--- src/sv/kfsi_pkg.sv ---
package kfsi_pkg;

   // field widths
   localparam int TIME_W      = 32;
   localparam int VALUE_W     = 32;
   localparam int INDEX_W     = 8;
   localparam int SLOT_W      = 8;
   localparam int FRAC_W      = 16;
   localparam int DIFF_W      = TIME_W + 1;
   localparam int KEY_COUNT_W = 9;

   // table size default
   localparam int MAX_KEYS_DEFAULT = 256;

   // configuration port
   localparam int CSR_INDEX_W = 2;
   localparam int CSR_DATA_W  = KEY_COUNT_W;
   localparam logic [CSR_INDEX_W-1:0] CSR_KEY_COUNT = 2'd0;
   localparam logic [CSR_INDEX_W-1:0] CSR_STEP_MODE = 2'd1;

   // item kinds
   localparam logic KIND_WRITE = 1'b0;
   localparam logic KIND_QUERY = 1'b1;

   // sequencer states
   typedef enum logic [3:0] {
      ST_IDLE,
      ST_FIRST,
      ST_LAST,
      ST_START,
      ST_FWD,
      ST_BWD,
      ST_DIFF,
      ST_DIV_GO,
      ST_DIV_WAIT,
      ST_BLEND_GO,
      ST_BLEND_WAIT,
      ST_OUT
   } kfsi_state_type;

   // divider states
   typedef enum logic [1:0] {
      DV_IDLE,
      DV_CHECK,
      DV_RUN
   } kfsi_div_state_type;

   // divider status toward the sequencer
   typedef struct packed {
      logic              done;
      logic [FRAC_W-1:0] frac;
   } kfsi_div_result_type;

   // blend status toward the sequencer
   typedef struct packed {
      logic               done;
      logic [VALUE_W-1:0] value;
   } kfsi_blend_result_type;

endpackage

--- src/sv/kfsi_blend.sv ---
module kfsi_blend (
   input  logic                                 clock,
   input  logic                                 reset,
   input  logic                                 start,
   input  logic                                 step_mode,
   input  logic signed [kfsi_pkg::VALUE_W-1:0]  value_a,
   input  logic signed [kfsi_pkg::VALUE_W-1:0]  value_b,
   input  logic [kfsi_pkg::FRAC_W-1:0]          frac,
   output kfsi_pkg::kfsi_blend_result_type      result
);

   localparam int VW = kfsi_pkg::VALUE_W;
   localparam int FW = kfsi_pkg::FRAC_W;
   localparam int DW = VW + 1;
   localparam int PW = DW + FW + 1;

   logic                 v1_ff, v2_ff, done_ff;
   logic signed [DW-1:0] d_ff;
   logic signed [PW-1:0] prod_ff;
   logic [VW-1:0]        va1_ff, vb1_ff, va2_ff, vb2_ff;
   logic [FW-1:0]        frac1_ff;
   logic                 step1_ff, step2_ff, half2_ff;
   logic [VW-1:0]        value_ff;
   logic signed [PW-1:0] rnd_w;
   logic signed [PW-1:0] shf_w;
   logic [VW-1:0]        lin_w;

   // stage valids
   always_ff @(posedge clock) begin
      if (reset) begin
         v1_ff   <= 1'b0;
         v2_ff   <= 1'b0;
         done_ff <= 1'b0;
      end else begin
         v1_ff   <= start;
         v2_ff   <= v1_ff;
         done_ff <= v2_ff;
      end
   end

   // stage one: key value difference
   always_ff @(posedge clock) begin
      if (start) begin
         d_ff     <= {value_b[VW-1], value_b} - {value_a[VW-1], value_a};
         va1_ff   <= value_a;
         vb1_ff   <= value_b;
         frac1_ff <= frac;
         step1_ff <= step_mode;
      end
   end

   // stage two: difference times fraction
   always_ff @(posedge clock) begin
      if (v1_ff) begin
         prod_ff  <= d_ff * $signed({1'b0, frac1_ff});
         va2_ff   <= va1_ff;
         vb2_ff   <= vb1_ff;
         step2_ff <= step1_ff;
         half2_ff <= frac1_ff[FW-1];
      end
   end

   // round half up, then add to the start value
   assign rnd_w = prod_ff + PW'(32768);
   assign shf_w = rnd_w >>> FW;
   assign lin_w = va2_ff + shf_w[VW-1:0];

   // stage three: pick step or linear result
   always_ff @(posedge clock) begin
      if (v2_ff) begin
         if (step2_ff) begin
            value_ff <= half2_ff ? vb2_ff : va2_ff;
         end else begin
            value_ff <= lin_w;
         end
      end
   end

   assign result.done  = done_ff;
   assign result.value = value_ff;

endmodule

--- config.mk ---
export PLATFORM = sky130hd
export DESIGN_NAME = kfsi_blend
export DESIGN_NICKNAME = d
export VERILOG_FILES = /design/src/sv/kfsi_pkg.sv /design/src/sv/kfsi_blend.sv
export SDC_FILE = /design/constraint.sdc
export NUM_CORES = 2
export LEC_CHECK = 0
export BUFFER_PORTS_ARGS = -buffer_cell sky130_fd_sc_hd__buf_4
export CORE_MARGIN = 8
export CORE_UTILIZATION = 59
export DETAILED_ROUTE_END_ITERATION = 6
export PLACE_DENSITY = 0.86
export REMOVE_ABC_BUFFERS = 1
export SKIP_CTS_REPAIR_TIMING = 1
export SYNTH_ARGS = -nofsm -noshare
export SYNTH_HDL_FRONTEND = slang
export SYNTH_SLANG_ARGS = --single-unit
--- constraint.sdc ---
create_clock -name clock -period 7.55 [get_ports clock]
set_clock_uncertainty 0.15 [all_clocks]
set_input_delay 0.755 -clock clock [delete_from_list [all_inputs] [get_ports clock]]
set_output_delay 0.755 -clock clock [all_outputs]
set_load 0.005 [all_outputs]
# Yosys cells after proc, flatten, opt, wreduce, memory -nomap -nowiden
# Index checks and enable logic that the tools add are counted.
[classes] n_mux=2 n_mul=1 magnitude_cmp=0 addsub=3 n_eq_ne=0 reduce_logical=0 shifts=0 bitwise=0 n_div=0
[ops] cell="2-to-1 mux 32 bit" n=2
[ops] cell="adder 48 x 17 -> 48 bit (second input constant)" n=1
[ops] cell="multiplier 33 x 17 -> 48 bit" n=1
[ops] cell="subtractor 32 x 32 -> 33 bit" n=1
[ops] cell="adder 32 bit" n=1
[word_totals] ram_bits=0 ff_bits=263 romBits=0 elab_cells=20 latchBits=0 mem_count=0 input_bits=84 out_inout_bits=33

# Longest topological paths before layout
[depth] depth_word=3 depth_mapped=26 mapped_depth_nobuf=25

# Worst setup path before layout
# No wires, ideal clock.
[synth_path] kind="flip-flop to flip-flop" start="register frac1_ff[5]" end="register prod_ff[44], data pin" setup_time_ns=0.137 n_path_buf=1 stages_incl_launch_ff=24 arrival_ns=6.147 setup_slack_ns=1.116 required_ns=7.263 synth_period_minus_slack_ns=6.434 cell_sequence="edfxtp_1 clkbuf_1 and2_1 fa_1 inv_1 fa_1 fa_1 inv_1 fa_1 fa_1 inv_1 fa_1 inv_1 ha_1 a21o_1 a21o_1 a2111oi_4 nand2_1 a21bo_1 o211a_4 nand4_4 a311oi_4 or4_1 nand4_1"
[synth_between] elab_chain_cells=1
[synth_lines] element="from (decl)" line="kfsi_blend.sv:21" rtl="logic [FW-1:0] frac1_ff;"
[synth_lines] element="from (signal assigned)" line="kfsi_blend.sv:47" rtl="frac1_ff <= frac;"
[synth_lines] element="multiplier 33 x 17 -> 48 bit" line="kfsi_blend.sv:55" rtl="prod_ff <= d_ff * $signed({1'b0, frac1_ff});"
[synth_lines] element="to (signal assigned)" line="kfsi_blend.sv:55"
[synth_lines] element="to (decl)" line="kfsi_blend.sv:19" rtl="logic signed [PW-1:0] prod_ff;"
# Every way passes these cells.
# A chain may end at the register's enable or synchronous reset.

# Worst setup path after layout
[layout_path] start="register d_ff[21]" end="register prod_ff[47], data pin"
[layout_between] elab_chain_cells=1
[layout_lines] element="from (decl)" line="kfsi_blend.sv:18" rtl="logic signed [DW-1:0] d_ff;"
[layout_lines] element="from (signal assigned)" line="kfsi_blend.sv:44" rtl="d_ff <= {value_b[VW-1], value_b} - {value_a[VW-1], value_a};"
[layout_lines] element="multiplier 33 x 17 -> 48 bit" line="kfsi_blend.sv:55"
# Every way passes these cells.

==> impl_metrics.ini <==
[clocking]
clk_pin_slew_ns = 0.07
clkLatencyLatePin_ns = 0.57
cts_tree = built
cts_made_buffers = 27
root_buffer = clkbuf_16
clockBufferDepth = 3
cts_sinks = 248
htreeDepth = 1

[synthesis]
synth_mux_area_share_pct = 1.225
ys_seq_area_share_pct = 25.39
synth_area_per_cell_um2 = 10.28
synth_top_family_by_area = adder cells
synth_area_leaders = fa_1 34%, edfxtp_1 25%, inv_1 8.0%
synth_flop_cell = edfxtp_1
synthDistinctLibCells = 65
yosys.area_share.adder_pct = 41.19
syn_area_mm2 = 0.02921
ys_async_sr_fraction_pct = 0
yosys-top-cells-count = 624 x inv_1, 491 x fa_1, 353 x nand2_1, 245 x edfxtp_1, 235 x and2_1
yosys.area.top_type_share_pct = 33.65
synth_compound_area_share_pct = 6.035
ys_ff_latch = 248
yosysWarnings = 0
yosys.area_share.simple_pct = 12.97
synth_xor_area_share_pct = 3.958
synth_area_leader_cell = fa_1
synth-edff-count = 245
synth_most_common_cell = inv_1
syn_inst = 2843

[timing]
worstMarginPinSlew_ns = 1.065
layout_worst_path_cycle_share_pct = 97.00
hold_viol_final = 0
fin_crit_ns = 7.323
finalSetupViolCount = 0
max_slew_margin_pct = 28.97
clock.fmax_ghz = 0.1366
drv_slew = 0

[setup_path]
arrival_ns = 7.45
reg2reg_slack_ns = 0.23
r2r_start = d_ff[21]
r2r-end = prod_ff[47]
cp-end-kind = register
startpoint_type = register
cp-startpoint = d_ff[21]
crit_type = reg2reg
reg2reg_depth = 21
required_ns = 7.68
crit_fanout = 16

[die]
rows = 81
initial_utilization_pct = 59.68
core_area_mm2 = 0.04895
die_width_um = 238.5
dieHeight_um = 238.5
num_io_pins = 117
dieArea_mm2 = 0.05689

[route]
viasPerCell = 5.728
vias = 20840
routed_wl_um = 73880
drt_iter0_drc = 1946
wire_per_inst_um = 20.31
first_pass_iters = 6
route.detailed.drc = 0
antenna_left = 0

[grt]
grt_max_degree = 70
grt_pass1_wl_um = 118000
grt_antenna_before_repair = 2
grt_usage_pct = 26.06
grt_pass1_vias = 22850
grt_overflow = 0

[placement]
dp_hpwl_um = 55760
io_buffers = 116
place_congestion = 0.9306

[worst_hold_path]
hold_path_startpoint = frac[0]
hold_path_depth = 1
hp-class = in2reg
hold_end = frac1_ff[0]

[final_layout]
nNetsFinal = 3707
area_growth_pct = 9.555
fin_util_pct = 65.38
drive_gt1_share_pct = 8.137
antenna-diode-count = 0

[job]
drv_cap = 0

[outcome]
status = finished, final reports clean
routing by layer:
metal	track usage [%]	vias up	routed length, um
met5	0	-	23
met4	9.285	4	2833
met3	5.348	227	7893
met2	45.32	1245	36630
met1	32.10	10330	26500
li1	-	9032	-
cell usage in the layout, fill, tap and decap left out, types with 27 or more instances in the layout:
master / n
nand2_1: 353
ha_1: 176
edfxtp_1: 245
buf_4: 169
xor2_1: 39
clkbuf_16: 27
o21ai_0: 35
inv_1: 624
mux2i_1: 29
xnor2_1: 93
nor2_1: 63
a21o_1: 35
fa_1: 491
and2_1: 235
a21oi_1: 107
critical path, stage by stage, from the launching register on:
cell and delay, ns:
edfxtp_1 0.80, nand2_1 0.17, fa_1 0.54, fa_1 0.54
fa_1 0.53, inv_1 0.06, fa_1 0.50, fa_1 0.53
inv_1 0.06, fa_1 0.47, inv_1 0.04, ha_1 0.37
nand2_1 0.12, or3_1 0.40, or3_1 0.42, o31ai_2 0.41
buf_4 0.19, o21ai_1 0.14, a21oi_2 0.20, a21oi_1 0.12
o21bai_1 0.20, xnor2_1 0.09
final cells by class:
type | instances | area [um^2]
Inverter | 624 | 2342
Fill cell | 3460 | 16950
Timing Repair Buffer | 178 | 1413
Tap cell | 664 | 830.8
Multi-Input combinational cell | 1877 | 19100
Clock inverter | 17 | 209.0
Sequential cell | 248 | 7421
Clock buffer | 30 | 686.9
stage by stage:
step	hold WS, ns	instances	setup TNS (ns)	instance area [um^2]	worst slack [ns]
global placement	0.2505	3569	0	30870	0.1035
finish	0.2110	3638	0	32000	0.2268
detailed placement	0.2545	3569	-0.04372	30870	-0.04372
floorplan	0.2503	2749	0	28860	0.9364
CTS	0.1944	3616	-0.07397	31770	-0.07397
global route	0.2110	3638	-0.002145	32000	-0.002145
state kept, by name (all words and copies together), names as in the netlist, 16 cells and up:
register and flops:
d_ff 33, prod_ff 33, va1_ff 32, va2_ff 32, value_ff 32, vb1_ff 32, vb2_ff 32, frac1_ff 16
cell families (layout without fill, tap and decap cells):
kind of cell	after synthesis	count (layout)
and+or+nand+nor	772	772
buffers and inverters	718	849
adders and majority gates	667	667
AOI/OAI and AO/OA	271	271
DFF	248	248
xor gates and xnor gates	132	132
muxes	35	35
how the worst max path moves through the flow:
stage / slack, ns / to / cells past startpoint
6_report: 0.23 / prod_ff[47] / 21
5_1_grt: -0.002 / prod_ff[44] / 22
4_1_cts: -0.07 / prod_ff[47] / 21
3_5_place_dp: -0.04 / prod_ff[47] / 21
3_3_place_gp: 0.10 / prod_ff[47] / 21
2_1_floorplan: 0.94 / prod_ff[44] / 21
Power is left out: the tool's default activity adds up to more than one toggle a clock period on the data nets, which glitch-free logic cannot reach.
