===== src/sv/kfsi_pkg.sv =====
package kfsi_pkg;

   // field widths
   localparam int TIME_W      = 32;
   localparam int VALUE_W     = 32;
   localparam int INDEX_W     = 8;
   localparam int SLOT_W      = 8;
   localparam int FRAC_W      = 16;
   localparam int DIFF_W      = TIME_W + 1;
   localparam int KEY_COUNT_W = 9;

   // table size default
   localparam int MAX_KEYS_DEFAULT = 256;

   // configuration port
   localparam int CSR_INDEX_W = 2;
   localparam int CSR_DATA_W  = KEY_COUNT_W;
   localparam logic [CSR_INDEX_W-1:0] CSR_KEY_COUNT = 2'd0;
   localparam logic [CSR_INDEX_W-1:0] CSR_STEP_MODE = 2'd1;

   // item kinds
   localparam logic KIND_WRITE = 1'b0;
   localparam logic KIND_QUERY = 1'b1;

   // sequencer states
   typedef enum logic [3:0] {
      ST_IDLE,
      ST_FIRST,
      ST_LAST,
      ST_START,
      ST_FWD,
      ST_BWD,
      ST_DIFF,
      ST_DIV_GO,
      ST_DIV_WAIT,
      ST_BLEND_GO,
      ST_BLEND_WAIT,
      ST_OUT
   } kfsi_state_type;

   // divider states
   typedef enum logic [1:0] {
      DV_IDLE,
      DV_CHECK,
      DV_RUN
   } kfsi_div_state_type;

   // divider status toward the sequencer
   typedef struct packed {
      logic              done;
      logic [FRAC_W-1:0] frac;
   } kfsi_div_result_type;

   // blend status toward the sequencer
   typedef struct packed {
      logic               done;
      logic [VALUE_W-1:0] value;
   } kfsi_blend_result_type;

endpackage


===== src/sv/kfsi_frac_div.sv =====
module kfsi_frac_div (
   input  logic                                clock,
   input  logic                                reset,
   input  logic                                start,
   input  logic signed [kfsi_pkg::DIFF_W-1:0]  num,
   input  logic signed [kfsi_pkg::DIFF_W-1:0]  den,
   output kfsi_pkg::kfsi_div_result_type       result
);

   localparam int DW    = kfsi_pkg::DIFF_W;
   localparam int RW    = DW + 1;
   localparam int FW    = kfsi_pkg::FRAC_W;
   localparam int CNT_W = $clog2(FW);

   kfsi_pkg::kfsi_div_state_type state_ff, state_in;
   logic [DW-1:0]    nmag_ff, nmag_in;
   logic [DW-1:0]    dmag_ff, dmag_in;
   logic             zero_ff, zero_in;
   logic [RW-1:0]    rem_ff, rem_in;
   logic [FW-1:0]    quo_ff, quo_in;
   logic [CNT_W-1:0] cnt_ff, cnt_in;
   logic             done_ff, done_in;
   logic [RW-1:0]    rem2_w;

   // control registers
   always_ff @(posedge clock) begin
      if (reset) begin
         state_ff <= kfsi_pkg::DV_IDLE;
         done_ff  <= 1'b0;
      end else begin
         state_ff <= state_in;
         done_ff  <= done_in;
      end
   end

   // datapath registers
   always_ff @(posedge clock) begin
      nmag_ff <= nmag_in;
      dmag_ff <= dmag_in;
      zero_ff <= zero_in;
      rem_ff  <= rem_in;
      quo_ff  <= quo_in;
      cnt_ff  <= cnt_in;
   end

   // restoring division, one quotient bit a cycle
   always_comb begin
      state_in = state_ff;
      nmag_in  = nmag_ff;
      dmag_in  = dmag_ff;
      zero_in  = zero_ff;
      rem_in   = rem_ff;
      quo_in   = quo_ff;
      cnt_in   = cnt_ff;
      done_in  = 1'b0;
      rem2_w   = {rem_ff[RW-2:0], 1'b0};
      case (state_ff)
         kfsi_pkg::DV_IDLE: begin
            if (start) begin
               nmag_in  = num[DW-1] ? DW'(-num) : DW'(num);
               dmag_in  = den[DW-1] ? DW'(-den) : DW'(den);
               zero_in  = (num == '0) || (den == '0) || (num[DW-1] != den[DW-1]);
               state_in = kfsi_pkg::DV_CHECK;
            end
         end
         kfsi_pkg::DV_CHECK: begin
            if (zero_ff) begin
               // opposite signs or a zero difference give no fraction
               quo_in   = '0;
               done_in  = 1'b1;
               state_in = kfsi_pkg::DV_IDLE;
            end else if (nmag_ff >= dmag_ff) begin
               // quotient would reach one: saturate
               quo_in   = '1;
               done_in  = 1'b1;
               state_in = kfsi_pkg::DV_IDLE;
            end else begin
               rem_in   = {1'b0, nmag_ff};
               quo_in   = '0;
               cnt_in   = '0;
               state_in = kfsi_pkg::DV_RUN;
            end
         end
         kfsi_pkg::DV_RUN: begin
            if (rem2_w >= {1'b0, dmag_ff}) begin
               rem_in = rem2_w - {1'b0, dmag_ff};
               quo_in = {quo_ff[FW-2:0], 1'b1};
            end else begin
               rem_in = rem2_w;
               quo_in = {quo_ff[FW-2:0], 1'b0};
            end
            cnt_in = cnt_ff + CNT_W'(1);
            if (cnt_ff == CNT_W'(FW - 1)) begin
               done_in  = 1'b1;
               state_in = kfsi_pkg::DV_IDLE;
            end
         end
         default: begin
            state_in = kfsi_pkg::DV_IDLE;
         end
      endcase
   end

   assign result.done = done_ff;
   assign result.frac = quo_ff;

endmodule


===== config.mk =====
export PLATFORM = sky130hd
export DESIGN_NAME = kfsi_frac_div
export DESIGN_NICKNAME = d
export VERILOG_FILES = /design/src/sv/kfsi_pkg.sv /design/src/sv/kfsi_frac_div.sv
export SDC_FILE = /design/constraint.sdc
export NUM_CORES = 1
export LEC_CHECK = 0
export ABC_CLOCK_PERIOD_IN_PS = 3500
export BUFFER_PORTS_ARGS = -buffer_cell sky130_fd_sc_hd__buf_2
export CAP_MARGIN = 0
export CORE_ASPECT_RATIO = 1.5
export CORE_MARGIN = 10
export CORE_UTILIZATION = 45
export CTS_CLUSTER_SIZE = 10
export DETAILED_ROUTE_END_ITERATION = 7
export GPL_ROUTABILITY_DRIVEN = 0
export GPL_TIMING_DRIVEN = 0
export PLACE_DENSITY = 0.74
export SETUP_SLACK_MARGIN = 0.5
export SKIP_LAST_GASP = 1
export SLEW_MARGIN = 10
export SYNTH_ARGS = -nofsm -noshare
export SYNTH_HDL_FRONTEND = slang
export SYNTH_SLANG_ARGS = --single-unit
export TNS_END_PERCENT = 100

===== constraint.sdc =====
create_clock -name clock -period 3.5 [get_ports clock]
set_clock_uncertainty 0.15 [all_clocks]
set_input_delay 0.175 -clock clock [delete_from_list [all_inputs] [get_ports clock]]
set_output_delay 0.175 -clock clock [all_outputs]
set_load 0.01 [all_outputs]

; ---- Word-level counts from Yosys, hierarchy flattened
; Cells that the tools add are included.
[totals]
out_inout_bits = 17
inputBits = 69
register_bits = 123
word_cells = 55
[op_classes]
addsub = 4
reduce_logical = 9
n_mux = 22
eq_ne = 8
order_cmp = 2
[op_table]
columns = operator, n
row1 = $mux W33, 3
row2 = $logic_not A33 Y1, 2
row3 = $neg A33 Y33, 2
row4 = $pmux W33 S2, 1
row5 = $mux W32, 2
row6 = $ge A34 B33 Y1, 1
row7 = $ge A33 B33 Y1, 1
row8 = $sub A33 B33 Y33, 1
row9 = $mux W16, 2
row10 = $pmux W16 S2, 1
row11 = $mux W2, 4
row12 = $mux W4, 2
row13 = $ne A2 B2 Y1 const B, 4
row14 = $pmux W4 S2, 1
row15 = $pmux W2 S3, 1
row16 = $add A4 B1 Y4 const B, 1
row17 = $eq A4 B4 Y1 const B, 1
row18 = $mux W1, 4
row19 = $reduce_and A2 Y1, 2
row20 = $reduce_and A3 Y1, 1
row21 = $eq A2 B1 Y1 const B, 1
row22 = $eq A2 B2 Y1 const B, 1
row23 = $logic_not A2 Y1, 1
row24 = $logic_or A1 B1 Y1, 2
row25 = other kinds (3), 3

; ---- Longest topological paths before layout
[depth]
depth_word = 4
depth_mapped = 13
ltp_nobuf = 10

; ---- Worst setup path after synthesis
; Ideal clock, no wire load.
[synth_timing]
path_type = input-to-reg
start = input port den[1] in the netlist's numbering
end = register dmag_ff[32], data pin
arrival_ps = 2985
path_stages = 10
setup_slack_ps = 110
path_cell_list = inv_1 ha_1 nand3_1 or3_4 or4_4 or4_4 or4_4 nor4_1 ha_1 and2_1
[synth_between]
elab_chain_len = 1
[synth_rtl]
columns = item, line_no
row1 = from (decl), kfsi_frac_div.sv:6  ; input logic signed [kfsi_pkg::DIFF_W-1:0] den,
row2 = $neg A33 Y33, kfsi_frac_div.sv:61  ; dmag_in = den[DW-1] ? DW'(-den) : DW'(den);
row3 = to (signal assigned), kfsi_frac_div.sv:39  ; dmag_ff <= dmag_in;
row4 = to (decl), kfsi_frac_div.sv:17  ; logic [DW-1:0] dmag_ff, dmag_in;
; No other way between the ends.
; A chain may end at the register's enable or synchronous reset.

; ---- Worst setup path after layout
[layout_timing]
start = register dmag_ff[7]
end = register rem_ff[9], enable pin
[layout_between]
elab_chain_len = 3
[layout_rtl]
columns = item, line_no
row1 = $ge A33 B33 Y1, kfsi_frac_div.sv:72  ; end else if (nmag_ff >= dmag_ff) begin
row2 = $ne A2 B2 Y1 (no line), -
row3 = $reduce_and A3 Y1 (no line), -
row4 = to (signal assigned), kfsi_frac_div.sv:41  ; rem_ff <= rem_in;
row5 = to (decl), kfsi_frac_div.sv:19  ; logic [RW-1:0] rem_ff, rem_in;
; No other way between the ends.

==> impl_metrics.yaml <==
grt:
  grt_overflow: 0
  track_usage: 0.2130
  grt_max_degree: 68
  antenna_found_initial: 0
  grt_pass1_wl_mm: 43.51
  grt_pass1_vias: 8442
final_layout:
  drive_gt1_frac: 0.2243
  instances_no_fill: 1415
  final_common_cell: "nand2_1"
  layout.nets: 1290
  area_delta_synth_final_pct: 33.99
  utilization: 0.6171
  diodes: 0
  fillCellCount: 1526
  final_cell_mix: "124 x nand2_1, 120 x edfxtp_1, 81 x buf_2"
drt:
  via_count: 8417
  drc: 0
  drt_pass1_iterations: 5
  vias_per_cell: 5.948
  drtAntennaViolNets: 0
  wl_per_cell_microns: 20.42
  routed_wl_mm: 28.90
  initialDrtViolationCount: 758
logic_synthesis:
  yosysUniqueCellTypes: 64
  synth_edf_count: 120
  yosysSeqAreaShare: 0.4134
  synth_warnings: 0
  ys_async_sr_fraction: 0
  synthCells: 940
  ys_ff_latch: 123
  synth-main-ff-cell: "edfxtp_1"
  syn_nets: 1084
  avgSynthCellArea_sq_um: 9.427
  netlist_area_sq_um: 8861
place:
  port-buffer-count: 83
  dp.cells: 1280
  dp_hpwl_mm: 19.15
timing:
  hold_viol: 0
  rsz0062_at_grt: "true"
  fin_hold_ws_ns: 0.02478
  slew_viol_final: 0
  period_needed_ns: 3.103
  fmax_mhz: 322.3
  slew_headroom: 0.4391
  worst_slew_pin_slew_ns: 0.8413
  finalSetupViolCount: 0
  fin_setup_tns_ns: 0
  min_period_over_period: 0.8866
run_status:
  status: "finished clean"
floorplan:
  core_area_sq_um: 19240
  die_h_microns: 191.9
  die_area_sq_um: 25820
  io_pins: 86
  die_w_microns: 134.6
  initial_core_util: 0.4606
  fp-row-count: 62
hold_path:
  hold_path_class: "in -> reg"
setup_path:
  crit_path_max_fanout: 8
  cp-end-kind: "flop"
  cp.required_ns: 3.49
  cp-start-kind: "flop"
  cpPeakStageDelay_ns: 0.37
  r2r-start: "dmag_ff[7]"
  cp_slowest_cell: "edfxtp_1"
  r2r_end: "rem_ff[9]"
  r2r_cells: 12
  crit_end: "rem_ff[9]"
  criticalPathCategory: "reg -> reg"
  ff2ff_setup_slack_ns: 0.40
  cp.arrival_ns: 3.10
  worstPathCellList: "inv_1 -> ha_1 -> and3_1 -> nand2_1 -> nand2_1 -> a221oi_2 -> o21ai_2 -> a211o_1 -> nor3_4 -> mux2_4 -> buf_12 -> buf_12"
  critPathLaunch: "dmag_ff[7]"
clock_network:
  clkLatencyLatePin_ns: 0.43
  clkTransAtPathRegs_ns: 0.06
  numClockSinks: 123
  cts_made_buffers: 17
  htreeDepth: 4
  root_buffer: "clkbuf_16"
  clk_path_buf_depth: 2
  cts_tree: "done"
power_and_ir_drop:
  power.leakage_nw: 4.757
  peakVddDrop_mv: 0.2998
  cellPowerDensity_nw_per_um2: 451.3
job:
  max-cap-violations: 0
-- synth_stat cells (4+ instances only) --
master,count,area (sq um)
a211oi_1,5,37.54
inv_1,58,217.7
or4_1,14,105.1
a31oi_1,22,137.6
o211ai_1,9,67.56
o2bb2ai_1,6,52.55
nand3_1,22,110.1
mux2i_1,4,40.04
or3_1,5,31.28
and3_1,6,37.54
nor4_1,5,31.28
edfxtp_1,120,3603
or4_4,7,78.83
o31ai_1,19,142.6
o41ai_1,7,61.31
a21o_1,22,165.2
nand2b_1,11,68.82
o21a_1,6,45.04
nor3_1,15,75.07
nand2_1,125,469.2
ha_1,74,925.9
xnor2_1,77,674.4
and2_1,4,25.02
o21ai_0,50,250.2
nand4_1,18,112.6
a21oi_1,63,315.3
nor2_1,64,240.2
clkbuf_1,37,138.9
nor2b_1,9,56.30
xor2_1,9,78.83
-- routing by layer --
| layer | track usage | up-vias | part of all wire |
|---|---|---|---|
| met5 | 0 | - | 0 |
| met4 | 0.1377 | 0 | 0.065 |
| met3 | 0.04263 | 127 | 0.073 |
| met2 | 0.3872 | 438 | 0.51 |
| met1 | 0.2166 | 3963 | 0.35 |
| li1 | - | 3889 | - |
-- registers in the layout, indices dropped and copies added, names as in the netlist --
register,count
zero_ff,1
rem_ff,33
nmag_ff,33
cnt_ff,4
dmag_ff,33
state_ff,2
done_ff,1
quo_ff,16
-- worst max-delay path, delay by kind of cell, from the launching register on --
| family | cells | cell delay [ns] |
|---|---|---|
| compound gates | 3 | 0.73 |
| simple gates | 4 | 0.61 |
| buf+inv | 3 | 0.41 |
| flops | 1 | 0.37 |
| fa+ha+maj | 1 | 0.29 |
| mux | 1 | 0.26 |
-- power by group --
part,leakage (nW),internal (mW),switching (mW)
combinational,3.29,0.665,0.928
sequential,1.16,1.79,0.0665
clock,0.303,1.19,0.714
-- metrics by stage --
step,cell area (sq um),total power [mW],worst slack (ns)
2_1_floorplan,8925,2.722,0.1786
3_3_place_gp,9661,3.078,-0.4670
3_5_place_dp,9691,3.106,-0.5079
4_1_cts,11510,5.205,0.3484
5_1_grt,11870,5.555,0.3465
6_report,11870,5.358,0.3968
-- cell families (layout without fill, tap and decap cells) --
| kind of cell | after synthesis | after routing | share of synthesized area |
|---|---|---|---|
| flip-flops | 123 | 123 | 0.4134 |
| multiplexers | 5 | 9 | 0.005789 |
| AO/OA/AOI/OAI | 238 | 238 | 0.1747 |
| AND/OR/NAND/NOR | 315 | 315 | 0.1724 |
| XOR/XNOR | 86 | 86 | 0.08501 |
| adder cells (fa/ha/maj) | 75 | 75 | 0.1067 |
| buffers and inverters | 98 | 313 | 0.04194 |
-- worst min path at each step --
stage / cells after the start / to / slack [ns] / start
2_1_floorplan: 1 / state_ff[0] / 0.10 / reset
3_3_place_gp: 2 / state_ff[0] / 0.25 / reset
3_5_place_dp: 1 / nmag_ff[0] / 0.27 / num[0]
4_1_cts: 3 / nmag_ff[1] / 0.0004 / num[1]
5_1_grt: 3 / nmag_ff[1] / 0.04 / num[1]
6_report: 3 / dmag_ff[11] / 0.02 / den[10]
-- timing repair --
| action | in CTS | in global routing |
|---|---|---|
| endpoints found under the hold margin | 64 | 0 |
| setup endpoints to repair | 92 | 87 |
| gates cloned | 4 | 1 |
| pin swaps | 24 | 24 |
| hold buffers | 64 | 0 |
| gates resized for setup | 79 | 65 |
| buffers inserted | 21 | 13 |
-- cell type report --
type	instances	area (sq um)	share of cell area
clock buffers	17	425.4	0.03583
inverters	58	242.7	0.02044
flip-flops and latches	123	3664	0.3086
plain buffers	40	229.0	0.01929
multi-input cells	723	5344	0.4501
repair buffers	183	1449	0.1220
clock inverters	15	198.9	0.01676
well taps	256	320.3	0.02698
(Power assumes the default switching activity.)
